[src/lfpd_pkg.sv]
package lfpd_pkg;

	// Scan line geometry
	localparam int LINE_WIDTH = 320;
	localparam int COL_W      = $clog2(LINE_WIDTH);
	localparam int HALF_WIDTH = LINE_WIDTH / 2;

	// Field widths
	localparam int PIX_W  = 8;
	localparam int ERR_W  = 18;
	localparam int CNT_W  = 11;
	localparam int SPD_W  = 9;
	localparam int BASE_W = 8;
	localparam int DIV_W  = 16;
	localparam int GAIN_W = 16;
	localparam int LOST_W = 4;
	localparam int IDX_W  = 2;
	localparam int DATA_W = 16;

	// Divider step count, one quotient bit a cycle
	localparam int DIV_STEPS = ERR_W;
	localparam int DCNT_W    = $clog2(DIV_STEPS);

	// Register reset values
	localparam logic [BASE_W-1:0] BASE_RST = BASE_W'(50);
	localparam logic [DIV_W-1:0]  DIV_RST  = DIV_W'(300);
	localparam logic [GAIN_W-1:0] GAIN_RST = GAIN_W'(128);
	localparam logic [LOST_W-1:0] LOST_RST = LOST_W'(2);

	// Register indexes
	typedef enum logic [IDX_W-1:0] {
		CFG_BASE_SPEED = 2'd0,
		CFG_PROP_DIV   = 2'd1,
		CFG_DERIV_GAIN = 2'd2,
		CFG_LOST_GAIN  = 2'd3
	} lfpd_cfg_idx_e;

	// Controller states
	typedef enum logic [2:0] {
		ST_ACCUM,
		ST_DIV,
		ST_MULT,
		ST_SUM,
		ST_FIN
	} lfpd_state_t;

	// Controller to datapath commands
	typedef struct packed {
		logic pix_take;
		logic line_end;
		logic div_step;
		logic mult_en;
		logic sum_en;
		logic out_load;
	} lfpd_cmd_t;

	// Datapath to controller status
	typedef struct packed {
		logic div_last;
	} lfpd_stat_t;

endpackage

[src/lfpd_pix_if.sv]
interface lfpd_pix_if;
	logic                       valid;
	logic                       ready;
	logic                       req_type;
	logic [lfpd_pkg::PIX_W-1:0] pixel;
	logic                       last_pixel;

	modport source (output valid, output req_type, output pixel, output last_pixel,
		input ready);
	modport sink (input valid, input req_type, input pixel, input last_pixel,
		output ready);
endinterface

[src/lfpd_res_if.sv]
interface lfpd_res_if;
	logic                              valid;
	logic                              ready;
	logic signed [lfpd_pkg::SPD_W-1:0] left_speed;
	logic signed [lfpd_pkg::SPD_W-1:0] right_speed;
	logic                              line_seen;
	logic signed [lfpd_pkg::ERR_W-1:0] line_error;
	logic [lfpd_pkg::CNT_W-1:0]        bright_count;

	modport source (output valid, output left_speed, output right_speed,
		output line_seen, output line_error, output bright_count, input ready);
	modport sink (input valid, input left_speed, input right_speed,
		input line_seen, input line_error, input bright_count, output ready);
endinterface

[src/lfpd_cfg_if.sv]
interface lfpd_cfg_if;
	logic                        valid;
	logic                        ready;
	logic [lfpd_pkg::IDX_W-1:0]  index;
	logic [lfpd_pkg::DATA_W-1:0] data;

	modport source (output valid, output index, output data, input ready);
	modport sink (input valid, input index, input data, output ready);
endinterface

[src/lfpd_ctrl.sv]
module lfpd_ctrl (
	input  logic                 clk,
	input  logic                 arst_n,
	input  logic                 pix_valid,
	input  logic                 pix_last,
	input  logic                 pix_req,
	input  logic                 res_ready,
	input  lfpd_pkg::lfpd_stat_t stat,
	output lfpd_pkg::lfpd_cmd_t  cmd,
	output logic                 pix_ready,
	output logic                 res_valid
);
	import lfpd_pkg::*;

	lfpd_state_t state_q;
	lfpd_state_t state_d;
	logic        res_valid_q;

	// State register
	always_ff @(posedge clk or negedge arst_n) begin
		if (!arst_n) begin
			state_q <= ST_ACCUM;
		end else begin
			state_q <= state_d;
		end
	end

	// Next state and commands
	always_comb begin
		state_d   = state_q;
		cmd       = '0;
		pix_ready = 1'b0;
		case (state_q)
			ST_ACCUM: begin
				pix_ready    = 1'b1;
				cmd.pix_take = pix_valid;
				if (pix_valid && pix_last && pix_req) begin
					cmd.line_end = 1'b1;
					state_d      = ST_DIV;
				end
			end
			ST_DIV: begin
				cmd.div_step = 1'b1;
				if (stat.div_last) begin
					state_d = ST_MULT;
				end
			end
			ST_MULT: begin
				cmd.mult_en = 1'b1;
				state_d     = ST_SUM;
			end
			ST_SUM: begin
				cmd.sum_en = 1'b1;
				state_d    = ST_FIN;
			end
			ST_FIN: begin
				// wait for the result register to free up
				if (!res_valid_q || res_ready) begin
					cmd.out_load = 1'b1;
					state_d      = ST_ACCUM;
				end
			end
			default: begin
				state_d = ST_ACCUM;
			end
		endcase
	end

	// Result beat pending flag
	always_ff @(posedge clk or negedge arst_n) begin
		if (!arst_n) begin
			res_valid_q <= 1'b0;
		end else if (cmd.out_load) begin
			res_valid_q <= 1'b1;
		end else if (res_ready) begin
			res_valid_q <= 1'b0;
		end
	end

	assign res_valid = res_valid_q;

endmodule

[src/lfpd_datapath.sv]
module lfpd_datapath (
	input  logic                               clk,
	input  logic                               arst_n,
	input  lfpd_pkg::lfpd_cmd_t                cmd,
	output lfpd_pkg::lfpd_stat_t               stat,
	input  logic                               req_type,
	input  logic [lfpd_pkg::PIX_W-1:0]         pixel,
	input  logic                               last_pixel,
	input  logic                               cfg_we,
	input  logic [lfpd_pkg::IDX_W-1:0]         cfg_index,
	input  logic [lfpd_pkg::DATA_W-1:0]        cfg_data,
	output logic signed [lfpd_pkg::SPD_W-1:0]  left_speed,
	output logic signed [lfpd_pkg::SPD_W-1:0]  right_speed,
	output logic                               line_seen,
	output logic signed [lfpd_pkg::ERR_W-1:0]  line_error,
	output logic [lfpd_pkg::CNT_W-1:0]         bright_count
);
	import lfpd_pkg::*;

	localparam int PROD_W = ERR_W + 1 + GAIN_W + 1;
	localparam int S_W    = PROD_W + 1;
	localparam int L_W    = S_W + 1;
	localparam int LOSTP_W = LOST_W + 1 + ERR_W;
	localparam int LOSTS_W = LOSTP_W + 1;
	localparam logic signed [ERR_W-1:0] ERR_MAX = {1'b0, {(ERR_W-1){1'b1}}};
	localparam logic signed [ERR_W-1:0] ERR_MIN = {1'b1, {(ERR_W-1){1'b0}}};

	// Saturate a Q8 speed sum to +-255 after truncation toward zero
	function automatic logic signed [SPD_W-1:0] sat_q8(input logic signed [L_W-1:0] v);
		logic signed [SPD_W-1:0] t;
		if (v >= L_W'(65536)) begin
			sat_q8 = SPD_W'(255);
		end else if (v <= -L_W'(65536)) begin
			sat_q8 = -SPD_W'(255);
		end else begin
			t = v[SPD_W+7:8];
			if (v[L_W-1] && (v[7:0] != 8'd0)) begin
				t = t + SPD_W'(1);
			end
			sat_q8 = t;
		end
	endfunction

	// Saturate a whole speed to +-255
	function automatic logic signed [SPD_W-1:0] sat_lin(input logic signed [LOSTS_W-1:0] v);
		if (v > LOSTS_W'(255)) begin
			sat_lin = SPD_W'(255);
		end else if (v < -LOSTS_W'(255)) begin
			sat_lin = -SPD_W'(255);
		end else begin
			sat_lin = v[SPD_W-1:0];
		end
	endfunction

	// Configuration registers
	logic [BASE_W-1:0] base_q;
	logic [DIV_W-1:0]  pdiv_q;
	logic [GAIN_W-1:0] gain_q;
	logic [LOST_W-1:0] lost_q;

	always_ff @(posedge clk or negedge arst_n) begin
		if (!arst_n) begin
			base_q <= BASE_RST;
			pdiv_q <= DIV_RST;
			gain_q <= GAIN_RST;
			lost_q <= LOST_RST;
		end else if (cfg_we) begin
			case (lfpd_cfg_idx_e'(cfg_index))
				CFG_BASE_SPEED: base_q <= cfg_data[BASE_W-1:0];
				CFG_PROP_DIV:   pdiv_q <= cfg_data[DIV_W-1:0];
				CFG_DERIV_GAIN: gain_q <= cfg_data[GAIN_W-1:0];
				CFG_LOST_GAIN:  lost_q <= cfg_data[LOST_W-1:0];
				default: ;
			endcase
		end
	end

	// Line state
	logic [COL_W-1:0]        col_q;
	logic [PIX_W-1:0]        bmax_q;
	logic [PIX_W-1:0]        dmin_q;
	logic signed [ERR_W-1:0] eacc_q;
	logic [CNT_W-1:0]        cacc_q;
	logic signed [ERR_W-1:0] prior_err_q;
	logic signed [ERR_W-1:0] prior_p_q;

	logic [PIX_W:0]          thr_sum;
	logic                    marked;
	logic signed [COL_W:0]   offset;
	logic signed [ERR_W:0]   esum;
	logic signed [ERR_W-1:0] esat;
	logic signed [ERR_W-1:0] eacc_d;
	logic [CNT_W-1:0]        cacc_d;
	logic [ERR_W-1:0]        eabs;

	// Threshold test and accumulate with saturation
	always_comb begin
		thr_sum = {1'b0, bmax_q} + {1'b0, dmin_q};
		marked  = req_type && (pixel >= thr_sum[PIX_W:1]);
		offset  = signed'({1'b0, col_q}) - (COL_W+1)'(HALF_WIDTH);
		esum    = (ERR_W+1)'(eacc_q) + (ERR_W+1)'(offset);
		if (esum[ERR_W] != esum[ERR_W-1]) begin
			esat = esum[ERR_W] ? ERR_MIN : ERR_MAX;
		end else begin
			esat = esum[ERR_W-1:0];
		end
		eacc_d = marked ? esat : eacc_q;
		cacc_d = (marked && (cacc_q != {CNT_W{1'b1}})) ? cacc_q + CNT_W'(1) : cacc_q;
		eabs   = eacc_d[ERR_W-1] ? (~eacc_d + ERR_W'(1)) : eacc_d;
	end

	always_ff @(posedge clk or negedge arst_n) begin
		if (!arst_n) begin
			col_q  <= '0;
			bmax_q <= '0;
			dmin_q <= '1;
			eacc_q <= '0;
			cacc_q <= '0;
		end else if (cmd.pix_take) begin
			if (!req_type) begin
				if (pixel > bmax_q) bmax_q <= pixel;
				if (pixel < dmin_q) dmin_q <= pixel;
			end
			if (last_pixel) begin
				col_q  <= '0;
				eacc_q <= '0;
				cacc_q <= '0;
			end else begin
				if (col_q < COL_W'(LINE_WIDTH - 1)) col_q <= col_q + COL_W'(1);
				eacc_q <= eacc_d;
				cacc_q <= cacc_d;
			end
		end
	end

	// Restoring divider on the error magnitude
	logic signed [ERR_W-1:0] err_q;
	logic [CNT_W-1:0]        cnt_q;
	logic [DIV_W-1:0]        rem_q;
	logic [ERR_W-1:0]        dvd_q;
	logic                    neg_q;
	logic [DCNT_W-1:0]       dcnt_q;
	logic [DIV_W-1:0]        dsor;
	logic [DIV_W:0]          trial;
	logic                    qbit;

	always_comb begin
		dsor  = (pdiv_q == '0) ? DIV_W'(1) : pdiv_q;
		trial = {rem_q, dvd_q[ERR_W-1]};
		qbit  = trial >= {1'b0, dsor};
	end

	assign stat.div_last = dcnt_q == DCNT_W'(DIV_STEPS - 1);

	always_ff @(posedge clk or negedge arst_n) begin
		if (!arst_n) begin
			dcnt_q <= '0;
		end else if (cmd.line_end) begin
			dcnt_q <= '0;
		end else if (cmd.div_step) begin
			dcnt_q <= dcnt_q + DCNT_W'(1);
		end
	end

	always_ff @(posedge clk) begin
		if (cmd.line_end) begin
			err_q <= eacc_d;
			cnt_q <= cacc_d;
			rem_q <= '0;
			dvd_q <= eabs;
			neg_q <= eacc_d[ERR_W-1];
		end else if (cmd.div_step) begin
			rem_q <= qbit ? DIV_W'(trial - {1'b0, dsor}) : trial[DIV_W-1:0];
			dvd_q <= {dvd_q[ERR_W-2:0], qbit};
		end
	end

	// Proportional term, derivative and lost products
	logic signed [ERR_W-1:0]   p_q;
	logic signed [PROD_W-1:0]  prod_q;
	logic signed [LOSTP_W-1:0] lprod_q;
	logic signed [ERR_W:0]     diff;

	assign diff = (ERR_W+1)'(err_q) - (ERR_W+1)'(prior_err_q);

	always_ff @(posedge clk) begin
		if (cmd.mult_en) begin
			p_q     <= neg_q ? -signed'(dvd_q) : signed'(dvd_q);
			prod_q  <= PROD_W'(diff) * PROD_W'(signed'({1'b0, gain_q}));
			lprod_q <= LOSTP_W'(signed'({1'b0, lost_q})) * LOSTP_W'(prior_p_q);
		end
	end

	// Steering signal in Q8
	logic signed [S_W-1:0] s_q;

	always_ff @(posedge clk) begin
		if (cmd.sum_en) begin
			s_q <= S_W'(signed'({p_q, 8'd0})) + S_W'(prod_q);
		end
	end

	// Wheel speeds and result register
	logic signed [L_W-1:0]     bq8;
	logic signed [LOSTS_W-1:0] bl;
	logic                      seen;
	logic signed [SPD_W-1:0]   left_d;
	logic signed [SPD_W-1:0]   right_d;

	always_comb begin
		bq8  = signed'(L_W'({base_q, 8'd0}));
		bl   = signed'(LOSTS_W'(base_q));
		seen = cnt_q != '0;
		if (seen) begin
			left_d  = sat_q8(bq8 + L_W'(s_q));
			right_d = sat_q8(bq8 - L_W'(s_q));
		end else begin
			left_d  = sat_lin(bl + LOSTS_W'(lprod_q));
			right_d = sat_lin(bl - LOSTS_W'(lprod_q));
		end
	end

	always_ff @(posedge clk) begin
		if (cmd.out_load) begin
			left_speed   <= left_d;
			right_speed  <= right_d;
			line_seen    <= seen;
			line_error   <= err_q;
			bright_count <= cnt_q;
		end
	end

	// Keep history only when the line was seen
	always_ff @(posedge clk or negedge arst_n) begin
		if (!arst_n) begin
			prior_err_q <= '0;
			prior_p_q   <= '0;
		end else if (cmd.out_load && seen) begin
			prior_err_q <= err_q;
			prior_p_q   <= p_q;
		end
	end

endmodule

[src/line_follow_pd_steering.sv]
// PD steering for a line follower, fed one camera scan line as pixel beats.
// Channels: pix takes one pixel beat a cycle (req_type, pixel, last_pixel);
// a calibration line (req_type 0) tracks the brightest and darkest pixel, a
// tracking line (req_type 1) accumulates the offsets of pixels at or above
// the midpoint threshold. res carries one beat per tracking line: both wheel
// speeds, line_seen, line_error and bright_count. cfg writes base_speed,
// prop_divisor, deriv_gain_q8 and lost_gain; it is always ready.
// Throughput: one pixel per cycle within a line. After the last pixel of a
// tracking line pix drops ready while the bit-serial divider forms the
// proportional term (ST_DIV), then through ST_MULT for the multipliers,
// ST_SUM for the Q8 sum and ST_FIN, where the saturated speeds are loaded
// into the result register. Calibration lines give no result and no gap.
// Stall: one result register holds the beat until res.ready; a following
// tracking line is accepted meanwhile and waits at its final step only.
// Reset: registers return to their defaults, calibration to bright 0 and
// dark 255 (threshold 127), history to zero, both channels idle.
module line_follow_pd_steering (
	input logic        clk,
	input logic        arst_n,
	lfpd_pix_if.sink   pix,
	lfpd_res_if.source res,
	lfpd_cfg_if.sink   cfg
);
	import lfpd_pkg::*;

	lfpd_cmd_t  cmd;
	lfpd_stat_t stat;

	assign cfg.ready = 1'b1;

	lfpd_ctrl u_ctrl (
		.clk       (clk),
		.arst_n    (arst_n),
		.pix_valid (pix.valid),
		.pix_last  (pix.last_pixel),
		.pix_req   (pix.req_type),
		.res_ready (res.ready),
		.stat      (stat),
		.cmd       (cmd),
		.pix_ready (pix.ready),
		.res_valid (res.valid)
	);

	lfpd_datapath u_dp (
		.clk          (clk),
		.arst_n       (arst_n),
		.cmd          (cmd),
		.stat         (stat),
		.req_type     (pix.req_type),
		.pixel        (pix.pixel),
		.last_pixel   (pix.last_pixel),
		.cfg_we       (cfg.valid),
		.cfg_index    (cfg.index),
		.cfg_data     (cfg.data),
		.left_speed   (res.left_speed),
		.right_speed  (res.right_speed),
		.line_seen    (res.line_seen),
		.line_error   (res.line_error),
		.bright_count (res.bright_count)
	);

	// A tracking line end starts the divider, so pix must drop ready
	a_busy_after_line: assert property (@(posedge clk) disable iff (!arst_n)
		pix.valid && pix.ready && pix.last_pixel && pix.req_type |=> !pix.ready)
		else $error("pix ready after tracking line end");

	// line_seen agrees with the pixel count
	a_seen_count: assert property (@(posedge clk) disable iff (!arst_n)
		res.valid |-> (res.line_seen == (res.bright_count != '0)))
		else $error("line_seen disagrees with bright_count");

	// A lost line carries no error
	a_lost_error: assert property (@(posedge clk) disable iff (!arst_n)
		res.valid && !res.line_seen |-> res.line_error == '0)
		else $error("lost line with non-zero error");

	// Saturation never yields -256
	a_speed_range: assert property (@(posedge clk) disable iff (!arst_n)
		res.valid |-> (res.left_speed != -SPD_W'(256)) && (res.right_speed != -SPD_W'(256)))
		else $error("speed outside saturation range");

endmodule

[src/flat_wrapper.sv]
// flat-port wrapper written by rule: the top's interface ports become plain ports
module line_follow_pd_steering_flat import lfpd_pkg::*;
  (clk, arst_n, pix_valid, pix_req_type, pix_pixel, pix_last_pixel, pix_ready, res_valid, res_left_speed, res_right_speed, res_line_seen, res_line_error, res_bright_count, res_ready, cfg_valid, cfg_index, cfg_data, cfg_ready);
  lfpd_pix_if pix_i ();
  lfpd_res_if res_i ();
  lfpd_cfg_if cfg_i ();
  input logic clk;
  input logic arst_n;
  input wire logic [$bits(pix_i.valid)-1:0] pix_valid;
  input wire logic [$bits(pix_i.req_type)-1:0] pix_req_type;
  input wire logic [$bits(pix_i.pixel)-1:0] pix_pixel;
  input wire logic [$bits(pix_i.last_pixel)-1:0] pix_last_pixel;
  output wire logic [$bits(pix_i.ready)-1:0] pix_ready;
  output wire logic [$bits(res_i.valid)-1:0] res_valid;
  output wire logic [$bits(res_i.left_speed)-1:0] res_left_speed;
  output wire logic [$bits(res_i.right_speed)-1:0] res_right_speed;
  output wire logic [$bits(res_i.line_seen)-1:0] res_line_seen;
  output wire logic [$bits(res_i.line_error)-1:0] res_line_error;
  output wire logic [$bits(res_i.bright_count)-1:0] res_bright_count;
  input wire logic [$bits(res_i.ready)-1:0] res_ready;
  input wire logic [$bits(cfg_i.valid)-1:0] cfg_valid;
  input wire logic [$bits(cfg_i.index)-1:0] cfg_index;
  input wire logic [$bits(cfg_i.data)-1:0] cfg_data;
  output wire logic [$bits(cfg_i.ready)-1:0] cfg_ready;
  assign pix_i.valid = pix_valid;
  assign pix_i.req_type = pix_req_type;
  assign pix_i.pixel = pix_pixel;
  assign pix_i.last_pixel = pix_last_pixel;
  assign pix_ready = pix_i.ready;
  assign res_valid = res_i.valid;
  assign res_left_speed = res_i.left_speed;
  assign res_right_speed = res_i.right_speed;
  assign res_line_seen = res_i.line_seen;
  assign res_line_error = res_i.line_error;
  assign res_bright_count = res_i.bright_count;
  assign res_i.ready = res_ready;
  assign cfg_i.valid = cfg_valid;
  assign cfg_i.index = cfg_index;
  assign cfg_i.data = cfg_data;
  assign cfg_ready = cfg_i.ready;
  line_follow_pd_steering u_core (.clk(clk), .arst_n(arst_n), .pix(pix_i), .res(res_i), .cfg(cfg_i));
endmodule
[config.mk]
export PLATFORM = sky130hd
export DESIGN_NAME = line_follow_pd_steering_flat
export DESIGN_NICKNAME = d
export VERILOG_FILES = /design/src/lfpd_pkg.sv /design/src/lfpd_pix_if.sv /design/src/lfpd_res_if.sv /design/src/lfpd_cfg_if.sv /design/src/lfpd_ctrl.sv /design/src/lfpd_datapath.sv /design/src/line_follow_pd_steering.sv /design/src/flat_wrapper.sv
export SDC_FILE = /design/constraint.sdc
export NUM_CORES = 2
export LEC_CHECK = 0
export ABC_CLOCK_PERIOD_IN_PS = 19100
export BUFFER_PORTS_ARGS = -buffer_cell sky130_fd_sc_hd__buf_4
export CAP_MARGIN = 0
export CELL_PAD_IN_SITES_DETAIL_PLACEMENT = 1
export CELL_PAD_IN_SITES_GLOBAL_PLACEMENT = 1
export CORE_MARGIN = 2
export CORE_UTILIZATION = 35
export CTS_BUF_LIST = sky130_fd_sc_hd__clkbuf_4 sky130_fd_sc_hd__clkbuf_8
export DETAILED_ROUTE_END_ITERATION = 16
export PLACE_DENSITY = 0.66
export SKIP_LAST_GASP = 1
export SLEW_MARGIN = 20
export SYNTH_ARGS = -nofsm -noshare
export SYNTH_HDL_FRONTEND = slang
export SYNTH_SLANG_ARGS = --single-unit
[constraint.sdc]
create_clock -name clk -period 19.1 [get_ports clk]
set_input_delay 1.91 -clock clk [delete_from_list [all_inputs] [get_ports clk]]
set_output_delay 1.91 -clock clk [all_outputs]
set_load 0.05 [all_outputs]
==> out/results.ini <==
[route]
vias = 27000
drt-total-wl_mm = 101
viasPerCell = 5.10
drt_iter0_drc = 1323
ant_nets = 0
wl_per_cell_um = 19.1
first_pass_iters = 5
drc_errors = 0

[grt]
grt_pass1_vias = 29100
grt_overflow_total = 0
grt_max_degree = 82
grt_usage = 0.192
antenna_found_initial = 6
grt_first_pass_wirelength_mm = 162

[worst_setup_path]
crit_path_start_kind = flop
crit_required_ns = 19.54
slowest_delay_ns = 0.61
critPathSlowestCell = fa_1
worstPathMaxFanout = 22
end_kind = flop
crit_type = flop to flop
crit_arrival_ns = 10.36
crit_top_cell = fa_1

[logic_synthesis]
synth_edf_count = 209
synth_fa_ha_area_frac = 0.291
ys_types = 105
ys_ff_latch = 368
seq_area_frac_synth = 0.279
synth_compound_area_frac = 0.108
synthArstFlopShare = 0.389
synth-simple-area-share = 0.155
synth_top_family_by_area = adder cells
synthMuxAreaShare = 0.0344
yosysWarnings = 0
synth-xor-area-share = 0.0557
synth_nets = 4474
synthesis.area_um2 = 36500
avgSynthCellArea_um2 = 9.60
synth_flop_cell = edfxtp_1
postSynthCellCount = 3805

[clock_tree]
cts_hold_buffers = 0
clock-sinks = 368
clock-root-buffer = clkbuf_8
postCtsSetupRepairBufs = 0
clockBufferDepth = 3
numCtsBuffers = 71
cts_resized = 0
clkTransAtPathRegs_ns = 0.06
tritoncts = yes
htreeDepth = 3
clock_latency_ns = 0.70

[placement]
globalplace.congestion = 0.850
io_buffer_count = 82
dp_hpwl_mm = 80.2

[floorplan]
core.rowCount = 118
die-area_um2 = 107000
dieHeight_um = 327
core_area_um2 = 103000
die_w_um = 327
start_util = 0.353
ios = 84

[min_path]
hold_path.class = flop to flop

[run_status]
outcome = completed

[layout]
layout-drive-gt1-share = 0.104
fin_nets = 4535
area_delta_synth_final_pct = 9.94

[sta]
slew_headroom = 0.231
min_period_over_period = 0.520
rsz0062_at_grt = false
worstMarginPinSlew_ns = 1.15
max_freq_mhz = 101
tns_ns = 0
fin_crit_ns = 9.92
finalHoldViolCount = 0
clock_skew_ns = 0.0325
finalSetupViolCount = 0
drv_slew = 0

[flow_run]
maxCapViolCount = 0

## cell usage after synthesis (20+ instances only)
| library cell | n | share of area |
|---|---|---|
| inv_1 | 605 | 0.062 |
| nand2_1 | 374 | 0.038 |
| fa_1 | 346 | 0.19 |
| ha_1 | 290 | 0.099 |
| edfxtp_1 | 209 | 0.17 |
| and2_1 | 182 | 0.031 |
| xnor2_1 | 171 | 0.041 |
| nor2_1 | 163 | 0.017 |
| a21oi_1 | 151 | 0.021 |
| dfrtp_1 | 126 | 0.086 |
| clkbuf_1 | 116 | 0.012 |
| o21ai_0 | 116 | 0.016 |
| mux2_2 | 91 | 0.028 |
| nand3_1 | 67 | 0.0092 |
| nor3_1 | 61 | 0.0084 |
| xor2_1 | 61 | 0.015 |
| nor2b_1 | 47 | 0.0081 |
| a21o_1 | 46 | 0.0095 |
| nand2b_1 | 38 | 0.0065 |
| and3_1 | 35 | 0.0060 |
| o21ai_1 | 29 | 0.0040 |
| nand4_1 | 27 | 0.0046 |
| or3_1 | 25 | 0.0043 |
| o21bai_1 | 23 | 0.0047 |
| mux2i_1 | 22 | 0.0060 |
| nor4_1 | 22 | 0.0038 |
| o21a_1 | 21 | 0.0043 |
| o31ai_1 | 21 | 0.0043 |
| a31oi_1 | 20 | 0.0034 |
## sequential cells by signal, indices dropped and copies added (netlist names), 18 cells and up
name,flops
u_core.u_dp.eacc_q,18
u_core.u_dp.prior_err_q,18
u_core.u_dp.prior_p_q,18
u_core.u_dp.line_error,18
u_core.u_dp.prod_q,36
u_core.u_dp.s_q,37
u_core.u_dp.p_q,18
u_core.u_dp.err_q,18
u_core.u_dp.lprod_q,23
u_core.u_dp.dvd_q,18
## area by class of cell
cell class / instances / area [um2]
Timing Repair Buffer: 117 / 882
Inverter: 607 / 2280
Tap cell: 1380 / 1730
Clock buffer: 98 / 1200
Fill cell: 11900 / 63400
Antenna cell: 2 / 5.00
Clock inverter: 32 / 256
Multi-Input combinational cell: 2701 / 23600
Sequential cell: 368 / 10200
## path summary, 6_finish.rpt
| check | from | endpoint | slack, ns | depth (start not counted) |
|---|---|---|---|---|
| setup / recovery | u_core.u_dp.err_q[0] | u_core.u_dp.prod_q[34] | 9.18 | 38 |
| hold / removal | u_core.u_dp.prod_q[0] | u_core.u_dp.s_q[0] | 0.42 | 0 |
| setup reg to reg | u_core.u_dp.err_q[0] | u_core.u_dp.prod_q[34] | 9.18 | 38 |
| hold reg to reg | u_core.u_dp.prod_q[0] | u_core.u_dp.s_q[0] | 0.42 | 0 |
| max in group asynchronous | arst_n | u_core.u_dp.cacc_q[3] | 16.31 | 2 |
| min in group asynchronous | arst_n | u_core.u_dp.bmax_q[4] | 1.30 | 1 |
## cell families after synthesis
| logic type | after synthesis |
|---|---|
| other | 1 |
| AND/OR/NAND/NOR | 1116 |
| buffers and inverters | 736 |
| multiplexers | 114 |
| AO/OA/AOI/OAI | 596 |
| XOR/XNOR | 232 |
| adder cells (fa/ha/maj) | 642 |
| flip-flops | 368 |
## per-layer routing
metal	global-route usage	up-vias	part of all wire
met1	0.256	13700	0.46
met3	0.0277	129	0.037
met4	0.0483	0	0.020
met5	0	-	0
li1	-	12800	-
met2	0.328	406	0.48
## through the flow
| stage | setup slack (ns) | cells | instance area, um2 | util | hold WS (ns) |
|---|---|---|---|---|---|
| detailed placement | 9.07 | 5173 | 38700 | 0.374 | 0.411 |
| CTS | 9.07 | 5303 | 40100 | 0.388 | 0.420 |
| global route | 8.27 | 5304 | 40100 | 0.388 | 0.427 |
| finish | 9.18 | 5305 | 40100 | 0.388 | 0.422 |
| floorplan | 10.22 | 3805 | 36500 | - | 0.400 |
| global placement | 9.38 | 5173 | 38700 | 0.374 | 0.401 |
## worst max-delay path, delay by kind of cell, from the launching register on
family	cells	cell delay, ns
fa+ha+maj	9	4.10
compound gates	16	3.72
flops	1	0.40
simple gates	7	1.04
buf+inv	5	0.31
xor+xnor	1	0.10
## cells in the final DEF (no fill, tap or decap), types with 34 or more instances in the layout
master and n:
a21o_1 46, a21oi_1 151, and2_1 182, and3_1 34, buf_4 116, clkbuf_8 74
dfrtp_1 126, edfxtp_1 209, fa_1 346, ha_1 290, inv_1 605, mux2_2 91
nand2_1 373, nand2b_1 38, nand3_1 67, nor2_1 161, nor2b_1 47, nor3_1 60
o21ai_0 116, xnor2_1 171, xor2_1 58
Power is left out: the tool's default activity adds up to more than one toggle a clock period on the data nets, which glitch-free logic cannot reach.
